## config.mk

```make
export PLATFORM = sky130hd
export DESIGN_NAME = staircase_light_sequencer_core
export DESIGN_NICKNAME = d
export VERILOG_FILES = /design/src/sv/slsc_pkg.sv /design/src/sv/slsc_cfg_regs.sv /design/src/sv/slsc_seq.sv /design/src/sv/staircase_light_sequencer_core.sv
export SDC_FILE = /design/constraint.sdc
export NUM_CORES = 1
export LEC_CHECK = 0
export ABC_AREA = 1
export BUFFER_PORTS_ARGS = -buffer_cell sky130_fd_sc_hd__buf_2
export CAP_MARGIN = 20
export CORE_UTILIZATION = 55
export CTS_CLUSTER_SIZE = 10
export DETAILED_ROUTE_END_ITERATION = 7
export GPL_TIMING_DRIVEN = 0
export PLACE_DENSITY = 0.72
export SLEW_MARGIN = 10
export SYNTH_ARGS = -nofsm -noshare
export SYNTH_HDL_FRONTEND = slang
export SYNTH_SLANG_ARGS = --single-unit
```

## constraint.sdc

```tcl
create_clock -name clk -period 14.1 [get_ports clk]
set_clock_uncertainty 0.2 [all_clocks]
set_input_delay 1.41 -clock clk [delete_from_list [all_inputs] [get_ports clk]]
set_output_delay 1.41 -clock clk [all_outputs]
set_load 0.02 [all_outputs]
```

## src/sv/slsc_pkg.sv

```systemverilog
`timescale 1ns / 1ps
// shared types and constants for the staircase light sequencer
package slsc_pkg;

	// field widths
	localparam int unsigned CHAN_W  = 7;
	localparam int unsigned LEVEL_W = 8;
	localparam int unsigned TICK_W  = 16;
	localparam int unsigned CFG_IDX_W  = 3;
	localparam int unsigned CFG_DATA_W = 16;

	// saturation value of the elapsed counters
	localparam logic [TICK_W-1:0] TICK_SAT = '1;

	// configuration register indexes
	localparam logic [CFG_IDX_W-1:0] REG_STEPS_IN_USE    = 3'd0;
	localparam logic [CFG_IDX_W-1:0] REG_REARM_TICKS     = 3'd1;
	localparam logic [CFG_IDX_W-1:0] REG_HOLD_TICKS      = 3'd2;
	localparam logic [CFG_IDX_W-1:0] REG_LIGHT_PACE      = 3'd3;
	localparam logic [CFG_IDX_W-1:0] REG_CLEAR_PACE      = 3'd4;
	localparam logic [CFG_IDX_W-1:0] REG_ON_LEVEL        = 3'd5;

	// configuration reset values
	localparam logic [CHAN_W-1:0]  RST_STEPS_IN_USE = 7'd16;
	localparam logic [TICK_W-1:0]  RST_REARM_TICKS  = 16'd500;
	localparam logic [TICK_W-1:0]  RST_HOLD_TICKS   = 16'd10000;
	localparam logic [TICK_W-1:0]  RST_LIGHT_PACE   = 16'd500;
	localparam logic [TICK_W-1:0]  RST_CLEAR_PACE   = 16'd150;
	localparam logic [LEVEL_W-1:0] RST_ON_LEVEL     = 8'd255;

	// one tick request: two sensor levels
	typedef struct packed {
		logic top_sensor;
		logic bottom_sensor;
	} slsc_in_t;

	// one channel write
	typedef struct packed {
		logic [CHAN_W-1:0]  channel;
		logic [LEVEL_W-1:0] level;
	} slsc_out_t;

	// configuration register contents
	typedef struct packed {
		logic [CHAN_W-1:0]  steps_in_use;
		logic [TICK_W-1:0]  rearm_ticks;
		logic [TICK_W-1:0]  hold_ticks;
		logic [TICK_W-1:0]  light_pace_ticks;
		logic [TICK_W-1:0]  clear_pace_ticks;
		logic [LEVEL_W-1:0] on_level;
	} slsc_cfg_t;

endpackage

```

## src/sv/slsc_cfg_regs.sv

```systemverilog
`timescale 1ns / 1ps
// configuration register file of the staircase light sequencer
module slsc_cfg_regs
	import slsc_pkg::*;
(
	input  logic                  clk,
	input  logic                  arst_n,
	input  logic                  wr_en,
	input  logic [CFG_IDX_W-1:0]  wr_index,
	input  logic [CFG_DATA_W-1:0] wr_data,
	output slsc_cfg_t             cfg
);

	slsc_cfg_t cfg_q;

	// register writes, unknown indexes are dropped
	always_ff @(posedge clk or negedge arst_n) begin
		if (!arst_n) begin
			cfg_q.steps_in_use     <= RST_STEPS_IN_USE;
			cfg_q.rearm_ticks      <= RST_REARM_TICKS;
			cfg_q.hold_ticks       <= RST_HOLD_TICKS;
			cfg_q.light_pace_ticks <= RST_LIGHT_PACE;
			cfg_q.clear_pace_ticks <= RST_CLEAR_PACE;
			cfg_q.on_level         <= RST_ON_LEVEL;
		end else if (wr_en) begin
			case (wr_index)
				REG_STEPS_IN_USE: cfg_q.steps_in_use     <= wr_data[CHAN_W-1:0];
				REG_REARM_TICKS:  cfg_q.rearm_ticks      <= wr_data[TICK_W-1:0];
				REG_HOLD_TICKS:   cfg_q.hold_ticks       <= wr_data[TICK_W-1:0];
				REG_LIGHT_PACE:   cfg_q.light_pace_ticks <= wr_data[TICK_W-1:0];
				REG_CLEAR_PACE:   cfg_q.clear_pace_ticks <= wr_data[TICK_W-1:0];
				REG_ON_LEVEL:     cfg_q.on_level         <= wr_data[LEVEL_W-1:0];
				default: ;
			endcase
		end
	end

	assign cfg = cfg_q;

endmodule

```

## src/sv/slsc_seq.sv

```systemverilog
`timescale 1ns / 1ps
// phase, step indexes and elapsed counters with the per-tick update
module slsc_seq
	import slsc_pkg::*;
#(
	parameter int unsigned MAX_STEPS = 64
) (
	input  logic      clk,
	input  logic      arst_n,
	input  logic      step_en,
	input  slsc_in_t  sensors,
	input  slsc_cfg_t cfg,
	output logic      res_valid,
	output slsc_out_t res_data
);

	// largest step count reachable through the 7-bit register
	localparam int unsigned NMAX  = (MAX_STEPS < 127) ? MAX_STEPS : 127;
	localparam int unsigned IDX_W = $clog2(NMAX + 2);
	localparam int unsigned RST_N = (NMAX < 16) ? NMAX : 16;

	typedef enum logic [2:0] {
		PH_IDLE       = 3'd0,
		PH_LIGHT_UP   = 3'd1,
		PH_LIGHT_DOWN = 3'd2,
		PH_CLEAR_UP   = 3'd3,
		PH_CLEAR_DOWN = 3'd4
	} phase_t;

	phase_t            phase_q, phase_d;
	logic [IDX_W-1:0]  up_q, up_d, down_q, down_d;
	logic [TICK_W-1:0] trig_q, trig_d, step_q, step_d, hold_q, hold_d;
	logic [IDX_W-1:0]  n_steps;
	logic              blocked, wrote, emit_en;
	logic [IDX_W-1:0]  emit_idx;
	logic [LEVEL_W-1:0] emit_level;

	// step count clamped to 1..NMAX
	always_comb begin
		if (cfg.steps_in_use == '0) begin
			n_steps = IDX_W'(1);
		end else if (int'(cfg.steps_in_use) > int'(NMAX)) begin
			n_steps = IDX_W'(NMAX);
		end else begin
			n_steps = IDX_W'(cfg.steps_in_use);
		end
	end

	// one tick: counters, sensors, lighting, hold check, clearing
	always_comb begin
		phase_d    = phase_q;
		up_d       = up_q;
		down_d     = down_q;
		trig_d     = (trig_q == TICK_SAT) ? trig_q : trig_q + 1'b1;
		step_d     = (step_q == TICK_SAT) ? step_q : step_q + 1'b1;
		hold_d     = (hold_q == TICK_SAT) ? hold_q : hold_q + 1'b1;
		blocked    = 1'b0;
		wrote      = 1'b0;
		emit_en    = 1'b0;
		emit_idx   = up_q;
		emit_level = cfg.on_level;

		// top trigger has priority, a rejected one masks the bottom sensor
		if (sensors.top_sensor) begin
			if (trig_d < cfg.rearm_ticks) begin
				blocked = 1'b1;
			end else begin
				trig_d = '0;
				hold_d = '0;
				if (phase_d != PH_LIGHT_DOWN) phase_d = PH_LIGHT_UP;
			end
		end
		if (!blocked && sensors.bottom_sensor && trig_d >= cfg.rearm_ticks) begin
			trig_d = '0;
			hold_d = '0;
			if (phase_d != PH_LIGHT_UP) phase_d = PH_LIGHT_DOWN;
		end

		// lighting
		if (phase_d == PH_LIGHT_UP && up_d <= n_steps && step_d >= cfg.light_pace_ticks) begin
			emit_en    = 1'b1;
			emit_idx   = up_d;
			emit_level = cfg.on_level;
			wrote      = 1'b1;
			step_d     = '0;
			up_d       = up_d + 1'b1;
			if (up_d > n_steps) hold_d = '0;
		end else if (phase_d == PH_LIGHT_DOWN && down_d != '0
				&& step_d >= cfg.light_pace_ticks) begin
			emit_en    = 1'b1;
			emit_idx   = down_d;
			emit_level = cfg.on_level;
			wrote      = 1'b1;
			step_d     = '0;
			down_d     = down_d - 1'b1;
			if (down_d == '0) hold_d = '0;
		end

		// hold expiry
		if (phase_d == PH_LIGHT_UP && up_d > n_steps) begin
			if (hold_d >= cfg.hold_ticks) phase_d = PH_CLEAR_UP;
		end else if (phase_d == PH_LIGHT_DOWN && down_d == '0) begin
			if (hold_d >= cfg.hold_ticks) phase_d = PH_CLEAR_DOWN;
		end

		// clearing, only in a tick without a lighting write
		if (!wrote && step_d >= cfg.clear_pace_ticks) begin
			case (phase_d)
				PH_CLEAR_UP: begin
					emit_en    = 1'b1;
					emit_idx   = up_d;
					emit_level = '0;
					if (up_d != '0) up_d = up_d - 1'b1;
					step_d = '0;
					if (up_d == '0) begin
						phase_d = PH_IDLE;
						up_d    = IDX_W'(1);
					end
				end
				PH_CLEAR_DOWN: begin
					emit_en    = 1'b1;
					emit_idx   = down_d;
					emit_level = '0;
					down_d     = down_d + 1'b1;
					step_d     = '0;
					if (down_d > n_steps) begin
						phase_d = PH_IDLE;
						down_d  = n_steps;
					end
				end
				default: ;
			endcase
		end
	end

	// writes outside 1..N are dropped
	assign res_valid        = emit_en && emit_idx != '0 && emit_idx <= n_steps;
	assign res_data.channel = CHAN_W'(emit_idx);
	assign res_data.level   = emit_level;

	// sequencer state
	always_ff @(posedge clk or negedge arst_n) begin
		if (!arst_n) begin
			phase_q <= PH_IDLE;
			up_q    <= IDX_W'(1);
			down_q  <= IDX_W'(RST_N);
			trig_q  <= '0;
			step_q  <= '0;
			hold_q  <= '0;
		end else if (step_en) begin
			phase_q <= phase_d;
			up_q    <= up_d;
			down_q  <= down_d;
			trig_q  <= trig_d;
			step_q  <= step_d;
			hold_q  <= hold_d;
		end
	end

endmodule

```

## src/sv/staircase_light_sequencer_core.sv

```systemverilog
`timescale 1ns / 1ps
// staircase light sequencer top level: input stage, sequencer, result register
//
//  channel | signals                              | direction
//  --------+--------------------------------------+----------
//  in      | in_valid, in_ready, in_data          | tick request in
//  out     | out_valid, out_ready, out_data       | channel write out
//  cfg     | cfg_valid, cfg_ready, cfg_index/data | register write in
//
// A tick request is taken into the input stage and evaluated there; its
// channel write, if any, then enters the result register, which drives out_valid.
// One request per cycle is sustained while no write stalls in the input stage;
// the state update is computed combinationally from the input stage.
// A request stalls in the input stage only while it has a write to deliver
// and the result register is still full; ticks without a write never wait.
// Reset is asynchronous and puts the sequencer idle with default registers.
module staircase_light_sequencer_core
	import slsc_pkg::*;
#(
	parameter int unsigned MAX_STEPS = 64
) (
	input  logic                  clk,
	input  logic                  arst_n,
	input  logic                  in_valid,
	output logic                  in_ready,
	input  slsc_in_t              in_data,
	output logic                  out_valid,
	input  logic                  out_ready,
	output slsc_out_t             out_data,
	input  logic                  cfg_valid,
	output logic                  cfg_ready,
	input  logic [CFG_IDX_W-1:0]  cfg_index,
	input  logic [CFG_DATA_W-1:0] cfg_data
);

	slsc_cfg_t cfg;
	logic      valid_s1;
	slsc_in_t  data_s1;
	logic      res_valid;
	slsc_out_t res_data;
	logic      advance;
	logic      out_valid_q;
	slsc_out_t out_data_q;

	assign cfg_ready = 1'b1;

	slsc_cfg_regs u_cfg (
		.clk      (clk),
		.arst_n   (arst_n),
		.wr_en    (cfg_valid && cfg_ready),
		.wr_index (cfg_index),
		.wr_data  (cfg_data),
		.cfg      (cfg)
	);

	slsc_seq #(
		.MAX_STEPS (MAX_STEPS)
	) u_seq (
		.clk       (clk),
		.arst_n    (arst_n),
		.step_en   (advance),
		.sensors   (data_s1),
		.cfg       (cfg),
		.res_valid (res_valid),
		.res_data  (res_data)
	);

	// stage 1 moves on unless its write meets a full result register
	assign advance  = valid_s1 && (!res_valid || !out_valid_q || out_ready);
	assign in_ready = !valid_s1 || advance;

	// input stage
	always_ff @(posedge clk or negedge arst_n) begin
		if (!arst_n) begin
			valid_s1 <= 1'b0;
		end else if (in_ready) begin
			valid_s1 <= in_valid;
		end
	end

	always_ff @(posedge clk) begin
		if (in_valid && in_ready) data_s1 <= in_data;
	end

	// result register
	always_ff @(posedge clk or negedge arst_n) begin
		if (!arst_n) begin
			out_valid_q <= 1'b0;
		end else if (advance && res_valid) begin
			out_valid_q <= 1'b1;
		end else if (out_ready) begin
			out_valid_q <= 1'b0;
		end
	end

	always_ff @(posedge clk) begin
		if (advance && res_valid) out_data_q <= res_data;
	end

	assign out_valid = out_valid_q;
	assign out_data  = out_data_q;

	// a produced write always lands in the result register
	a_write_lands: assert property (@(posedge clk) disable iff (!arst_n)
		advance && res_valid |=> out_valid_q)
		else $error("channel write lost");

	// a write blocked by a full result register keeps its request in stage 1
	a_stall_holds: assert property (@(posedge clk) disable iff (!arst_n)
		valid_s1 && res_valid && out_valid_q && !out_ready |=> valid_s1)
		else $error("stalled request left the input stage");

	// an empty input stage always takes a request
	a_empty_ready: assert property (@(posedge clk) disable iff (!arst_n)
		!valid_s1 |-> in_ready)
		else $error("empty input stage not ready");

endmodule

```

==> out/summary.txt, run 1 <==
CTS
---------------------------------------------------------------------------------
Clock latency of the later-clocked register in the worst-skew pair        0.45 ns
Reg clk slew, reported paths                                              0.08 ns
CTS Root Buffer Type                                                 sky130_fd_sc_hd__clkbuf_16
Number of levels in the clock H-tree                                            4
Clock tree from TritonCTS                                                   built
Number of buffers created by CTS                                               17
CTS Buffer Depth                                                                2
Number of clock sinks                                                         163

SETUP PATH
---------------------------------------------------------------------------------
Largest stage delay on the critical path                                  0.54 ns
Launch point of the worst reg-to-reg path                            u_seq.trig_q[0]
Required arrival time at the worst endpoint                              12.49 ns
Most Frequent Cell on Critical Path                                  sky130_fd_sc_hd__nand2_1
Internal reg-to-reg setup slack                                           2.35 ns
Sort of element at the start of the critical path                            flop
Arrival time of the worst setup path                                     11.39 ns
Highest fanout seen on the critical path                                       10
Crit end category                                                    primary output
Critical path class                                                  flop to primary output
RR Endpoint                                                           out_data[0]
Cell type of the slowest stage on the worst timing path              sky130_fd_sc_hd__or4_1
Register-to-Register Path Depth                                                65

GLOBAL ROUTE
---------------------------------------------------------------------------------
GRT Resource Usage Total                                                    30.3%
First-pass GRT wire length                                                52.3 mm
Initial antenna violation count                                                 0
Maximum number of pins on one net before global-route repair                   99
Number of global-route vias before repair                                   10400
GRT overflow                                                                    0

TIMING
---------------------------------------------------------------------------------
Post-route minimum period                                                13.00 ns
Final count of negative-setup-slack endpoints                                   0
Unrepaired setup endpoints after global routing                             false
Slew at the pin closest to its max-slew limit                            0.731 ns
Final TNS setup                                                              0 ns
Worst slew margin relative to its limit                                     50.8%
Final Max Tran Viols                                                            0
Final worst-path cycle share                                                92.2%
Post-Route Hold Slack                                                    0.284 ns
Achievable frequency                                                     76.9 MHz
Final hold violation count                                                      0

FLOORPLANNING
---------------------------------------------------------------------------------
Floorplan die height                                                       150 um
Number of top-level pins                                                       44
Die outline area                                                       0.0226 mm2
Initial Utilization                                                         56.9%
Die X-Extent                                                               150 um
Row count                                                                      53
Standard cell core area                                                0.0213 mm2

DRT
---------------------------------------------------------------------------------
Routed length per placed instance                                         15.9 um
Vias                                                                        10900
TritonRoute pass-1 iters                                                        5
Final routed DRC violation total                                                0
Violation count after the first detailed-routing iteration                    819
Via density                                                                  5.39
Routed Wire Length                                                        32.1 mm
Antenna-violating nets left                                                     0

MIN PATH
---------------------------------------------------------------------------------
Worst Hold Launch                                                    u_seq.step_q[9]
End of the worst hold path                                           u_seq.step_q[9]
Cell count of the worst hold path                                               2
Class of the worst hold path                                         flop to flop

YOSYS
---------------------------------------------------------------------------------
Fraction of post-synthesis cell area in the top cell type by area           23.5%
Leading area contributor after synthesis                             sky130_fd_sc_hd__dfrtp_1
Instance count of the mapped netlist                                         1673
Top flip-flop cell by instance count after synthesis                 sky130_fd_sc_hd__dfrtp_1
Count of cell types in the netlist                                             48
Cell with the most instances after synthesis                         sky130_fd_sc_hd__nand2_1
Count of flip-flops with a built-in enable after synthesis                     17
Mean instance size in the synthesized netlist                            7.25 um2
Biggest area contributors in the synthesized netlist                 sky130_fd_sc_hd__dfrtp_1 (24%), sky130_fd_sc_hd__nand2_1 (14%), sky130_fd_sc_hd__ha_1 (13%), sky130_fd_sc_hd__inv_1 (8.0%), sky130_fd_sc_hd__dfstp_2 (6.9%)
Count of synthesis-stage warnings from yosys                                    0
Syn nets                                                                     1824
Flop and latch count out of synthesis                                         163
Fraction of the yosys area taken by sequential cells                        34.7%
Synth cell count leaders                                             sky130_fd_sc_hd__nand2_1 (441), sky130_fd_sc_hd__inv_1 (259), sky130_fd_sc_hd__o21ai_0 (144)
Async S/R FF share, synth                                                   89.6%
Combined area of all synthesized cells                                 0.0121 mm2

LAYOUT
---------------------------------------------------------------------------------
Area growth from synthesis to layout                                        9.82%
# fillers                                                                    1962
Combined flip-flop and latch cell area                                0.00420 mm2
Core utilization of the finished layout                                     62.5%
Fraction of final layout cells with drive strength greater than 1           9.95%
Diodes inserted                                                                 0
Combined area of the multi-input logic cells                          0.00662 mm2
Net count of the finished layout                                             1886

PLACE
---------------------------------------------------------------------------------
Port bufs                                                                      42
Routability congestion estimate from global placement                       0.972
Post-detailed-placement half-perimeter wirelength                         25.0 mm

RUN
---------------------------------------------------------------------------------
# Max-Cap Violations                                                            0

STATUS
---------------------------------------------------------------------------------
Status                                                                  completed

POWER
---------------------------------------------------------------------------------
IR Drop Worst-Case VDD                                                0.0000793 V
Leak pwr                                                                  7.17 nW
Total power density per cell area                                      136 mW/mm2

-- placed cells by master (no fill, tap or decap), types with 3 or more instances in the layout --
| master | count |
|---|---|
| sky130_fd_sc_hd__dfstp_2 | 32 |
| sky130_fd_sc_hd__clkbuf_1 | 23 |
| sky130_fd_sc_hd__o21ai_0 | 144 |
| sky130_fd_sc_hd__nand3_1 | 132 |
| sky130_fd_sc_hd__inv_8 | 6 |
| sky130_fd_sc_hd__nand3_2 | 3 |
| sky130_fd_sc_hd__a21oi_1 | 66 |
| sky130_fd_sc_hd__ha_1 | 125 |
| sky130_fd_sc_hd__dfrtp_1 | 114 |
| sky130_fd_sc_hd__xnor2_1 | 6 |
| sky130_fd_sc_hd__nor2_2 | 6 |
| sky130_fd_sc_hd__o21ai_1 | 3 |
| sky130_fd_sc_hd__o21a_1 | 7 |
| sky130_fd_sc_hd__buf_4 | 8 |
| sky130_fd_sc_hd__xor2_1 | 34 |
| sky130_fd_sc_hd__edfxtp_1 | 17 |
| sky130_fd_sc_hd__buf_6 | 11 |
| sky130_fd_sc_hd__o21ai_2 | 3 |
| sky130_fd_sc_hd__a211oi_1 | 4 |
| sky130_fd_sc_hd__clkbuf_16 | 17 |
| sky130_fd_sc_hd__o211ai_1 | 5 |
| sky130_fd_sc_hd__a21o_1 | 3 |
| sky130_fd_sc_hd__nor3_1 | 34 |
| sky130_fd_sc_hd__inv_1 | 259 |
| sky130_fd_sc_hd__nand2_2 | 16 |
| sky130_fd_sc_hd__inv_6 | 3 |
| sky130_fd_sc_hd__nand2_1 | 441 |
| sky130_fd_sc_hd__nor2_1 | 110 |
| sky130_fd_sc_hd__nand4_1 | 19 |
| sky130_fd_sc_hd__nor4_1 | 7 |
| sky130_fd_sc_hd__a21boi_0 | 3 |
| sky130_fd_sc_hd__buf_2 | 48 |
-- worst max path at each step --
stage | slack [ns] | cells past startpoint | to | from
after detailed placement | 1.05 | 65 | in_ready | u_seq.trig_q[0]
after global routing | 0.09 | 65 | in_ready | u_seq.trig_q[0]
after floorplan | 3.38 | 66 | in_ready | u_seq.trig_q[0]
after CTS | 0.54 | 65 | in_ready | u_seq.trig_q[0]
final | 1.10 | 65 | in_ready | u_seq.trig_q[0]
after global placement | 1.23 | 66 | in_ready | u_seq.trig_q[0]
-- layout make-up --
cell class / count / area share [%]
buffer: 51 / 2.37
clock buffer: 18 / 3.30
clock inverter: 14 / 1.14
inverter: 263 / 7.42
multi-input combinational: 1196 / 49.8
sequential: 163 / 31.6
tap: 275 / 2.58
timing repair buffer: 43 / 1.86
-- cells by family after synthesis --
logic type,synth area share [%]
AND/OR/NAND/NOR,27.6
buffers and inverters,10.7
AO/OA/AOI/OAI,11.1
flip-flops,34.7
adder cells (fa/ha/maj),12.9
XOR/XNOR,2.89
other,0.0309
-- what timing repair did --
item                       4_1_cts  5_1_grt
setup buffers                    0        0
resized for setup                0        4
setup endpoints to repair        0        1
hold buffers                     0        0
-- power by group --
| group | internal, mW | total, mW | switching [mW] |
|---|---|---|---|
| combinational | 0.264 | 0.710 | 0.445 |
| clock | 0.242 | 0.467 | 0.225 |
| sequential | 0.562 | 0.630 | 0.0683 |
-- state kept, by name (all words and copies together) (netlist names) --
name	flops
u_seq.trig_q	16
data_s1	2
u_seq.phase_q	3
u_cfg.cfg	79
u_seq.step_q	16
u_seq.hold_q	16
out_valid	1
u_seq.down_q	7
out_data	15
u_seq.up_q	7
valid_s1	1
-- per-layer routing --
metal / share of wire (%) / routed length, um / vias up / global-route usage, %
met4: 2.1 / 668 / 0 / 8.79
met2: 47 / 15100 / 277 / 50.7
li1: - / - / 5546 / -
met1: 46 / 14800 / 5025 / 40.9
met3: 4.8 / 1530 / 54 / 3.70
met5: 0 / 0 / - / 0
-- stage by stage --
step,worst slack (ns),instances,power (mW),cell area [um2]
2_1_floorplan,3.38,1673,1.16,12100
4_1_cts,0.537,2023,1.81,13300
5_1_grt,0.0892,2023,1.96,13300
3_5_place_dp,1.05,1991,1.34,12700
6_report,1.10,2023,1.81,13300
3_3_place_gp,1.23,1990,1.31,12700
-- worst max-delay path, delay by kind of cell, from the launching register on --
kind / cells / cell delay (ns)
AND/OR/NAND/NOR: 38 / 5.52
buffers and inverters: 12 / 1.82
AO/OA/AOI/OAI: 9 / 1.54
adder cells (fa/ha/maj): 5 / 1.48
flip-flops: 1 / 0.42
XOR/XNOR: 1 / 0.16
Power figures use the tool's default switching activity.
==> run 2, diff against run 1 <==
BUFFER_PORTS_ARGS = -buffer_cell sky130_fd_sc_hd__clkbuf_2   (was -buffer_cell sky130_fd_sc_hd__buf_2)
==> out/summary.txt, run 2 (synthesis results as in run 1) <==
CTS
---------------------------------------------------------------------------------
Clock tree from TritonCTS                                                   built
CTS Buffer Depth                                                                2   unchanged
Number of buffers created by CTS                                               17   unchanged
Number of hold buffers added after cts                                          0   unchanged
Clock latency of the later-clocked register in the worst-skew pair        0.45 ns   about the same
Number of clock sinks                                                         163   unchanged
Number of levels in the clock H-tree                                            4   unchanged
Reg clk slew, reported paths                                              0.08 ns   about the same
Post-CTS setup-driven buffer insertion count                                    0   unchanged
CTS Root Buffer Type                                                 sky130_fd_sc_hd__clkbuf_16

LAYOUT
---------------------------------------------------------------------------------
Core utilization of the finished layout                                     62.4%   -0.14 points
Combined flip-flop and latch cell area                                0.00420 mm2   unchanged
Most used cells in the layout excluding fill and tap cells           sky130_fd_sc_hd__nand2_1 (441), sky130_fd_sc_hd__inv_1 (259), sky130_fd_sc_hd__o21ai_0 (144)
Area growth from synthesis to layout                                        9.58%
# fillers                                                                    1951   -0.56%
Fraction of final layout cells with drive strength greater than 1           9.79%   -0.17 points
Net count of the finished layout                                             1885   -0.053%
Number of flip-flops in the largest register                                   79   unchanged
Commonest non-fill, non-tap cell in the layout                       sky130_fd_sc_hd__nand2_1
Combined area of the multi-input logic cells                          0.00662 mm2   unchanged
Diodes inserted                                                                 0   unchanged

GLOBAL ROUTE
---------------------------------------------------------------------------------
GRT overflow                                                                    0   unchanged
First-pass GRT wire length                                                53.3 mm   +1.9%
Initial antenna violation count                                                 0   unchanged
GRT Resource Usage Total                                                    30.9%   +0.63 points
Number of global-route vias before repair                                   10500   +1.4%
Maximum number of pins on one net before global-route repair                   97   -2.0%

SETUP PATH
---------------------------------------------------------------------------------
Sort of element at the start of the critical path                            flop
WP buf/inv                                                                     11   -1
Cell type of the slowest stage on the worst timing path              sky130_fd_sc_hd__or4_1
Largest stage delay on the critical path                                  0.53 ns   about the same
Crit end category                                                    primary output
Most Frequent Cell on Critical Path                                  sky130_fd_sc_hd__nand2_1
Critical path class                                                  flop to primary output
Required arrival time at the worst endpoint                              12.49 ns   about the same
Crit path max-delay family                                           simple AND/OR/NAND/NOR gates
Arrival time of the worst setup path                                     11.49 ns   +0.10 ns
Highest fanout seen on the critical path                                       15   +5

TIMING
---------------------------------------------------------------------------------
Final Max Tran Viols                                                            0   unchanged
Unrepaired setup endpoints after global routing                             false
Worst slew margin relative to its limit                                     44.3%   -6.5 points
Final TNS setup                                                              0 ns   unchanged
Slew at the pin closest to its max-slew limit                            0.827 ns   +0.0963 ns
Achievable frequency                                                     76.3 MHz   -0.74%
Post-route minimum period                                                13.10 ns   +0.0970 ns
Final count of negative-setup-slack endpoints                                   0   unchanged
Final worst-path cycle share                                                92.9%   +0.69 points
Final hold violation count                                                      0   unchanged

POWER
---------------------------------------------------------------------------------
IR Drop Worst-Case VDD                                                0.0000837 V   +5.4%
Total power density per cell area                                      136 mW/mm2   +0.22%
Leak pwr                                                                  7.16 nW   -0.13%

FLOORPLANNING
---------------------------------------------------------------------------------
Die X-Extent                                                               150 um   unchanged
Floorplan die height                                                       150 um   unchanged
Row count                                                                      53   unchanged
Number of top-level pins                                                       44   unchanged
Initial Utilization                                                         56.9%   unchanged
Die outline area                                                       0.0226 mm2   unchanged
Standard cell core area                                                0.0213 mm2   unchanged

PLACE
---------------------------------------------------------------------------------
Routability congestion estimate from global placement                       0.949   -2.4%
Port bufs                                                                      42   unchanged
Post-detailed-placement half-perimeter wirelength                         25.4 mm   +1.8%

MIN PATH
---------------------------------------------------------------------------------
Class of the worst hold path                                         flop to flop

DRT
---------------------------------------------------------------------------------
Final routed DRC violation total                                                0   unchanged
Routed Wire Length                                                        32.6 mm   +1.6%
Routed length per placed instance                                         16.1 um   +1.6%
Violation count after the first detailed-routing iteration                    735   -10%
Vias                                                                        11100   +1.4%
Via density                                                                  5.47   +1.4%
Antenna-violating nets left                                                     0   unchanged
TritonRoute pass-1 iters                                                        5   unchanged

RUN
---------------------------------------------------------------------------------
# Max-Cap Violations                                                            0   unchanged

STATUS
---------------------------------------------------------------------------------
Status                                                                  completed

==> run 2: cell types whose count changed in the layout (fill, tap and decap cells not counted) <==
cell	previous run	this run
sky130_fd_sc_hd__clkbuf_1	23	24
sky130_fd_sc_hd__inv_6	3	6
sky130_fd_sc_hd__clkbuf_2	2	41
sky130_fd_sc_hd__clkinv_2	0	1
sky130_fd_sc_hd__clkinv_4	2	1
sky130_fd_sc_hd__buf_8	1	0
sky130_fd_sc_hd__inv_8	6	3
sky130_fd_sc_hd__buf_1	0	1
sky130_fd_sc_hd__buf_2	48	7
==> run 2: worst paths after layout <==
check	startpoint	to	slack, ns	cells after the start
worst max-delay path	u_seq.trig_q[0]	in_ready	1.00	66
worst min register to register	u_seq.step_q[9]	u_seq.step_q[9]	0.28	2
worst min-delay path	u_seq.step_q[9]	u_seq.step_q[9]	0.28	2
worst max register to register	u_seq.trig_q[0]	out_data[0]	2.24	66
max in group asynchronous	arst_n	u_seq.up_q[0]	12.14	2
min in group asynchronous	arst_n	u_cfg.cfg[52]	0.71	1
==> run 2: report_power, final <==
| part | internal, mW | switching (mW) | leakage (nW) | total [mW] |
|---|---|---|---|---|
| Combinational | 0.265 | 0.452 | 4.89 | 0.718 |
| Clock | 0.235 | 0.223 | 0.278 | 0.458 |
| Sequential | 0.562 | 0.0694 | 1.99 | 0.632 |
==> run 2: final cells by class <==
type,count,share of cell area (%)
Clock buffer,18,3.23
Timing Repair Buffer,43,1.86
Multi-Input combinational cell,1196,49.9
Inverter,263,7.43
Clock inverter,14,1.06
Tap cell,275,2.59
Sequential cell,163,31.7
Buffer,50,2.33
==> run 2: tightest hold or removal path: stages (launching register included) <==
cell	delay (ns)
sky130_fd_sc_hd__dfrtp_1	0.35
sky130_fd_sc_hd__nand2_1	0.05
sky130_fd_sc_hd__nand2_1	0.05
==> run 2: metal layers <==
layer	share of wire [%]	global-route usage, %	wire [um]	up-vias
met3	4.9	3.82	1610	48
met2	47	51.2	15400	288
met5	0	0	0	-
li1	-	-	-	5538
met4	2.4	9.49	796	0
met1	46	42.0	14900	5178
==> run 2: what timing repair did <==
item | CTS | global route
endpoints found under the hold margin | 0 | 0
resized for setup | 0 | 1
endpoints found under the setup margin | 0 | 1
==> run 2: through the flow <==
step / total power [mW] / instances / setup slack [ns] / area (um2) / hold slack (ns)
3_5_place_dp: 1.34 / 1991 / 1.19 / 12700 / 0.264
3_3_place_gp: 1.31 / 1990 / 1.23 / 12700 / 0.256
6_report: 1.81 / 2022 / 1.00 / 13300 / 0.277
5_1_grt: 1.96 / 2022 / 0.0413 / 13300 / 0.298
4_1_cts: 1.81 / 2023 / 0.649 / 13300 / 0.282
2_1_floorplan: 1.16 / 1673 / 3.38 / 12100 / 0.242
==> run 3, diff against run 2 <==
==> constraint.sdc (replaced) <==
create_clock -name clk -period 14.1 [get_ports clk]
set_clock_uncertainty 0.2 [all_clocks]
set_input_delay 2.82 -clock clk [delete_from_list [all_inputs] [get_ports clk]]
set_output_delay 2.82 -clock clk [all_outputs]
set_load 0.02 [all_outputs]
==> out/summary.txt, run 3 (synthesis results as in run 1) <==
POWER
---------------------------------------------------------------------------------
Proportion of power drawn by combinational gates                            40.0%   +0.3 points
Leak pwr                                                                  7.26 nW   +1.3%
Internal power contribution                                               1.07 mW   +0.50%
IR Drop Worst-Case VDD                                                0.0000828 V   -1.0%
Switching share of power                                                    41.2%   about the same
Total power density per cell area                                      135 mW/mm2   -1.1%
Psw                                                                      0.749 mW   +0.57%
Share of power burned in the clock network                                  25.2%   -0.2 points
Flop pwr share                                                              34.8%   about the same
Post-route total power                                                    1.82 mW   +0.53%

FLOORPLANNING
---------------------------------------------------------------------------------
Die X-Extent                                                               150 um   unchanged
Standard cell core area                                                0.0213 mm2   unchanged
Die outline area                                                       0.0226 mm2   unchanged
Row count                                                                      53   unchanged
Floorplan die height                                                       150 um   unchanged
Initial Utilization                                                         56.9%   unchanged
Number of top-level pins                                                       44   unchanged

DRT
---------------------------------------------------------------------------------
Final routed DRC violation total                                                0   unchanged
Antenna-violating nets left                                                     0   unchanged
Vias                                                                        11100   +0.43%
Violation count after the first detailed-routing iteration                    761   +3.5%
Routed length per placed instance                                         16.2 um   about the same
Routed Wire Length                                                        33.0 mm   +0.98%
TritonRoute pass-1 iters                                                        5   unchanged
Via density                                                                  5.44   -0.45%

TIMING
---------------------------------------------------------------------------------
Slew at the pin closest to its max-slew limit                            0.822 ns   -0.00489 ns
Post-route minimum period                                                13.38 ns   +0.283 ns
Post-Route Hold Slack                                                    0.276 ns   -0.000232 ns
Final TNS setup                                                              0 ns   unchanged
Final count of negative-setup-slack endpoints                                   0   unchanged
Post-route setup slack                                                   0.717 ns   -0.283 ns
Final hold violation count                                                      0   unchanged
Final Max Tran Viols                                                            0   unchanged
Worst slew margin relative to its limit                                     44.7%   +0.33 points
Final worst-path cycle share                                                94.9%   +2.0 points
Achievable frequency                                                     74.7 MHz   -2.1%

SETUP PATH
---------------------------------------------------------------------------------
Most Frequent Cell on Critical Path                                  sky130_fd_sc_hd__nand2_1
Largest stage delay on the critical path                                  0.58 ns   +0.05 ns
Highest fanout seen on the critical path                                       10   -5
Critical path class                                                  flop to primary output
Cell type of the slowest stage on the worst timing path              sky130_fd_sc_hd__or4_1
Required arrival time at the worst endpoint                              11.08 ns   -1.41 ns
Crit end category                                                    primary output
Arrival time of the worst setup path                                     10.36 ns   -1.13 ns
Sort of element at the start of the critical path                            flop
Internal reg-to-reg setup slack                                           3.32 ns   +1.08 ns

LAYOUT
---------------------------------------------------------------------------------
Area growth from synthesis to layout                                        11.4%
Combined area of the multi-input logic cells                          0.00670 mm2   +1.2%
Fraction of final layout cells with drive strength greater than 1           11.7%   +1.9 points
Core utilization of the finished layout                                     63.5%   +1.1 points
Commonest non-fill, non-tap cell in the layout                       sky130_fd_sc_hd__nand2_1
Final design instance area without fill                                0.0135 mm2   +1.7%
Most used cells in the layout excluding fill and tap cells           sky130_fd_sc_hd__nand2_1 (440), sky130_fd_sc_hd__inv_1 (257), sky130_fd_sc_hd__o21ai_0 (143)
# fillers                                                                    1918   -1.7%
Diodes inserted                                                                 0   unchanged
Net count of the finished layout                                             1903   +0.95%
Combined flip-flop and latch cell area                                0.00420 mm2   unchanged
Number of flip-flops in the largest register                                   79   unchanged
Number of standard cells in the final layout excluding fillers               2040   +0.89%

CTS
---------------------------------------------------------------------------------
Reg clk slew, reported paths                                              0.07 ns   about the same
Number of buffers created by CTS                                               17   unchanged
CTS Buffer Depth                                                                2   unchanged
Number of hold buffers added after cts                                          0   unchanged
Number of levels in the clock H-tree                                            4   unchanged
Clock latency of the later-clocked register in the worst-skew pair        0.45 ns   about the same
CTS Root Buffer Type                                                 sky130_fd_sc_hd__clkbuf_16
Clock tree from TritonCTS                                                   built
Number of clock sinks                                                         163   unchanged

PLACE
---------------------------------------------------------------------------------
Post-place setup slack                                                  -0.223 ns   -1.41 ns
Instance area at placement                                             0.0127 mm2   unchanged
Number of placed instances with taps included                                1991   unchanged
Routability congestion estimate from global placement                       0.949   unchanged
Post-detailed-placement half-perimeter wirelength                         25.4 mm   unchanged
Port bufs                                                                      42   unchanged

GLOBAL ROUTE
---------------------------------------------------------------------------------
First-pass GRT wire length                                                53.3 mm   +0.12%
Initial antenna violation count                                                 0   unchanged
Maximum number of pins on one net before global-route repair                   97   unchanged
GRT Resource Usage Total                                                    30.9%   +0.039 points
GRT overflow                                                                    0   unchanged
Number of global-route vias before repair                                   10500   +0.12%

RUN
---------------------------------------------------------------------------------
# Max-Cap Violations                                                            0   unchanged

MIN PATH
---------------------------------------------------------------------------------
Class of the worst hold path                                         flop to flop

STATUS
---------------------------------------------------------------------------------
Status                                                                  completed

==> run 3: changes by cell type in the layout (fill, tap and decap cells not counted), sizes merged <==
cell,delta
buf,+18
==> run 3: layout make-up <==
type	count	area share, %
Buffer	51	2.40
Clock buffer	18	3.18
Clock inverter	14	1.04
Inverter	263	7.31
Multi-Input combinational cell	1196	49.6
Sequential cell	163	31.1
Tap cell	275	2.55
Timing Repair Buffer	60	2.79
==> run 3: critical path: cells and delay by family (launching register included) <==
family | cells | cell delay (ns)
AND/OR/NAND/NOR | 39 | 4.88
AO/OA/AOI/OAI | 11 | 1.65
flip-flops | 1 | 0.42
buffers and inverters | 13 | 1.39
adder cells (fa/ha/maj) | 5 | 1.39
XOR/XNOR | 1 | 0.18
==> run 3: power groups by stage <==
stage	logic, mW	clock network, mW	registers (mW)
6_report	0.727	0.458	0.632
5_1_grt	0.846	0.481	0.641
4_1_cts	0.714	0.464	0.630
3_5_place_dp	0.707	0	0.638
3_3_place_gp	0.677	0	0.635
2_1_floorplan	0.539	0	0.617
==> run 3: final timing paths <==
check                           startpoint         endpoint  cells past startpoint
setup reg to reg           u_seq.trig_q[1]      out_data[0]                     69
max in group asynchronous           arst_n    u_seq.up_q[0]                      2
hold reg to reg            u_seq.step_q[9]  u_seq.step_q[9]                      2
hold / removal             u_seq.step_q[9]  u_seq.step_q[9]                      2
min in group asynchronous           arst_n    u_cfg.cfg[54]                      1
setup / recovery           u_seq.trig_q[1]         in_ready                     69
==> run 3: routing by layer <==
metal	GRT usage [%]	share of wire [%]	vias to the layer above
li1	-	-	5579
met1	42.0	45	5174
met2	51.2	47	294
met3	3.85	4.7	53
met4	9.95	2.5	0
met5	0	0	-
==> run 3: timing repair <==
item / 4_1_cts / 5_1_grt
endpoints found under the setup margin: 1 / 1
resized for setup: 6 / 27
setup buffers: 0 / 17
pin swaps: 0 / 8
gates cloned: 0 / 0
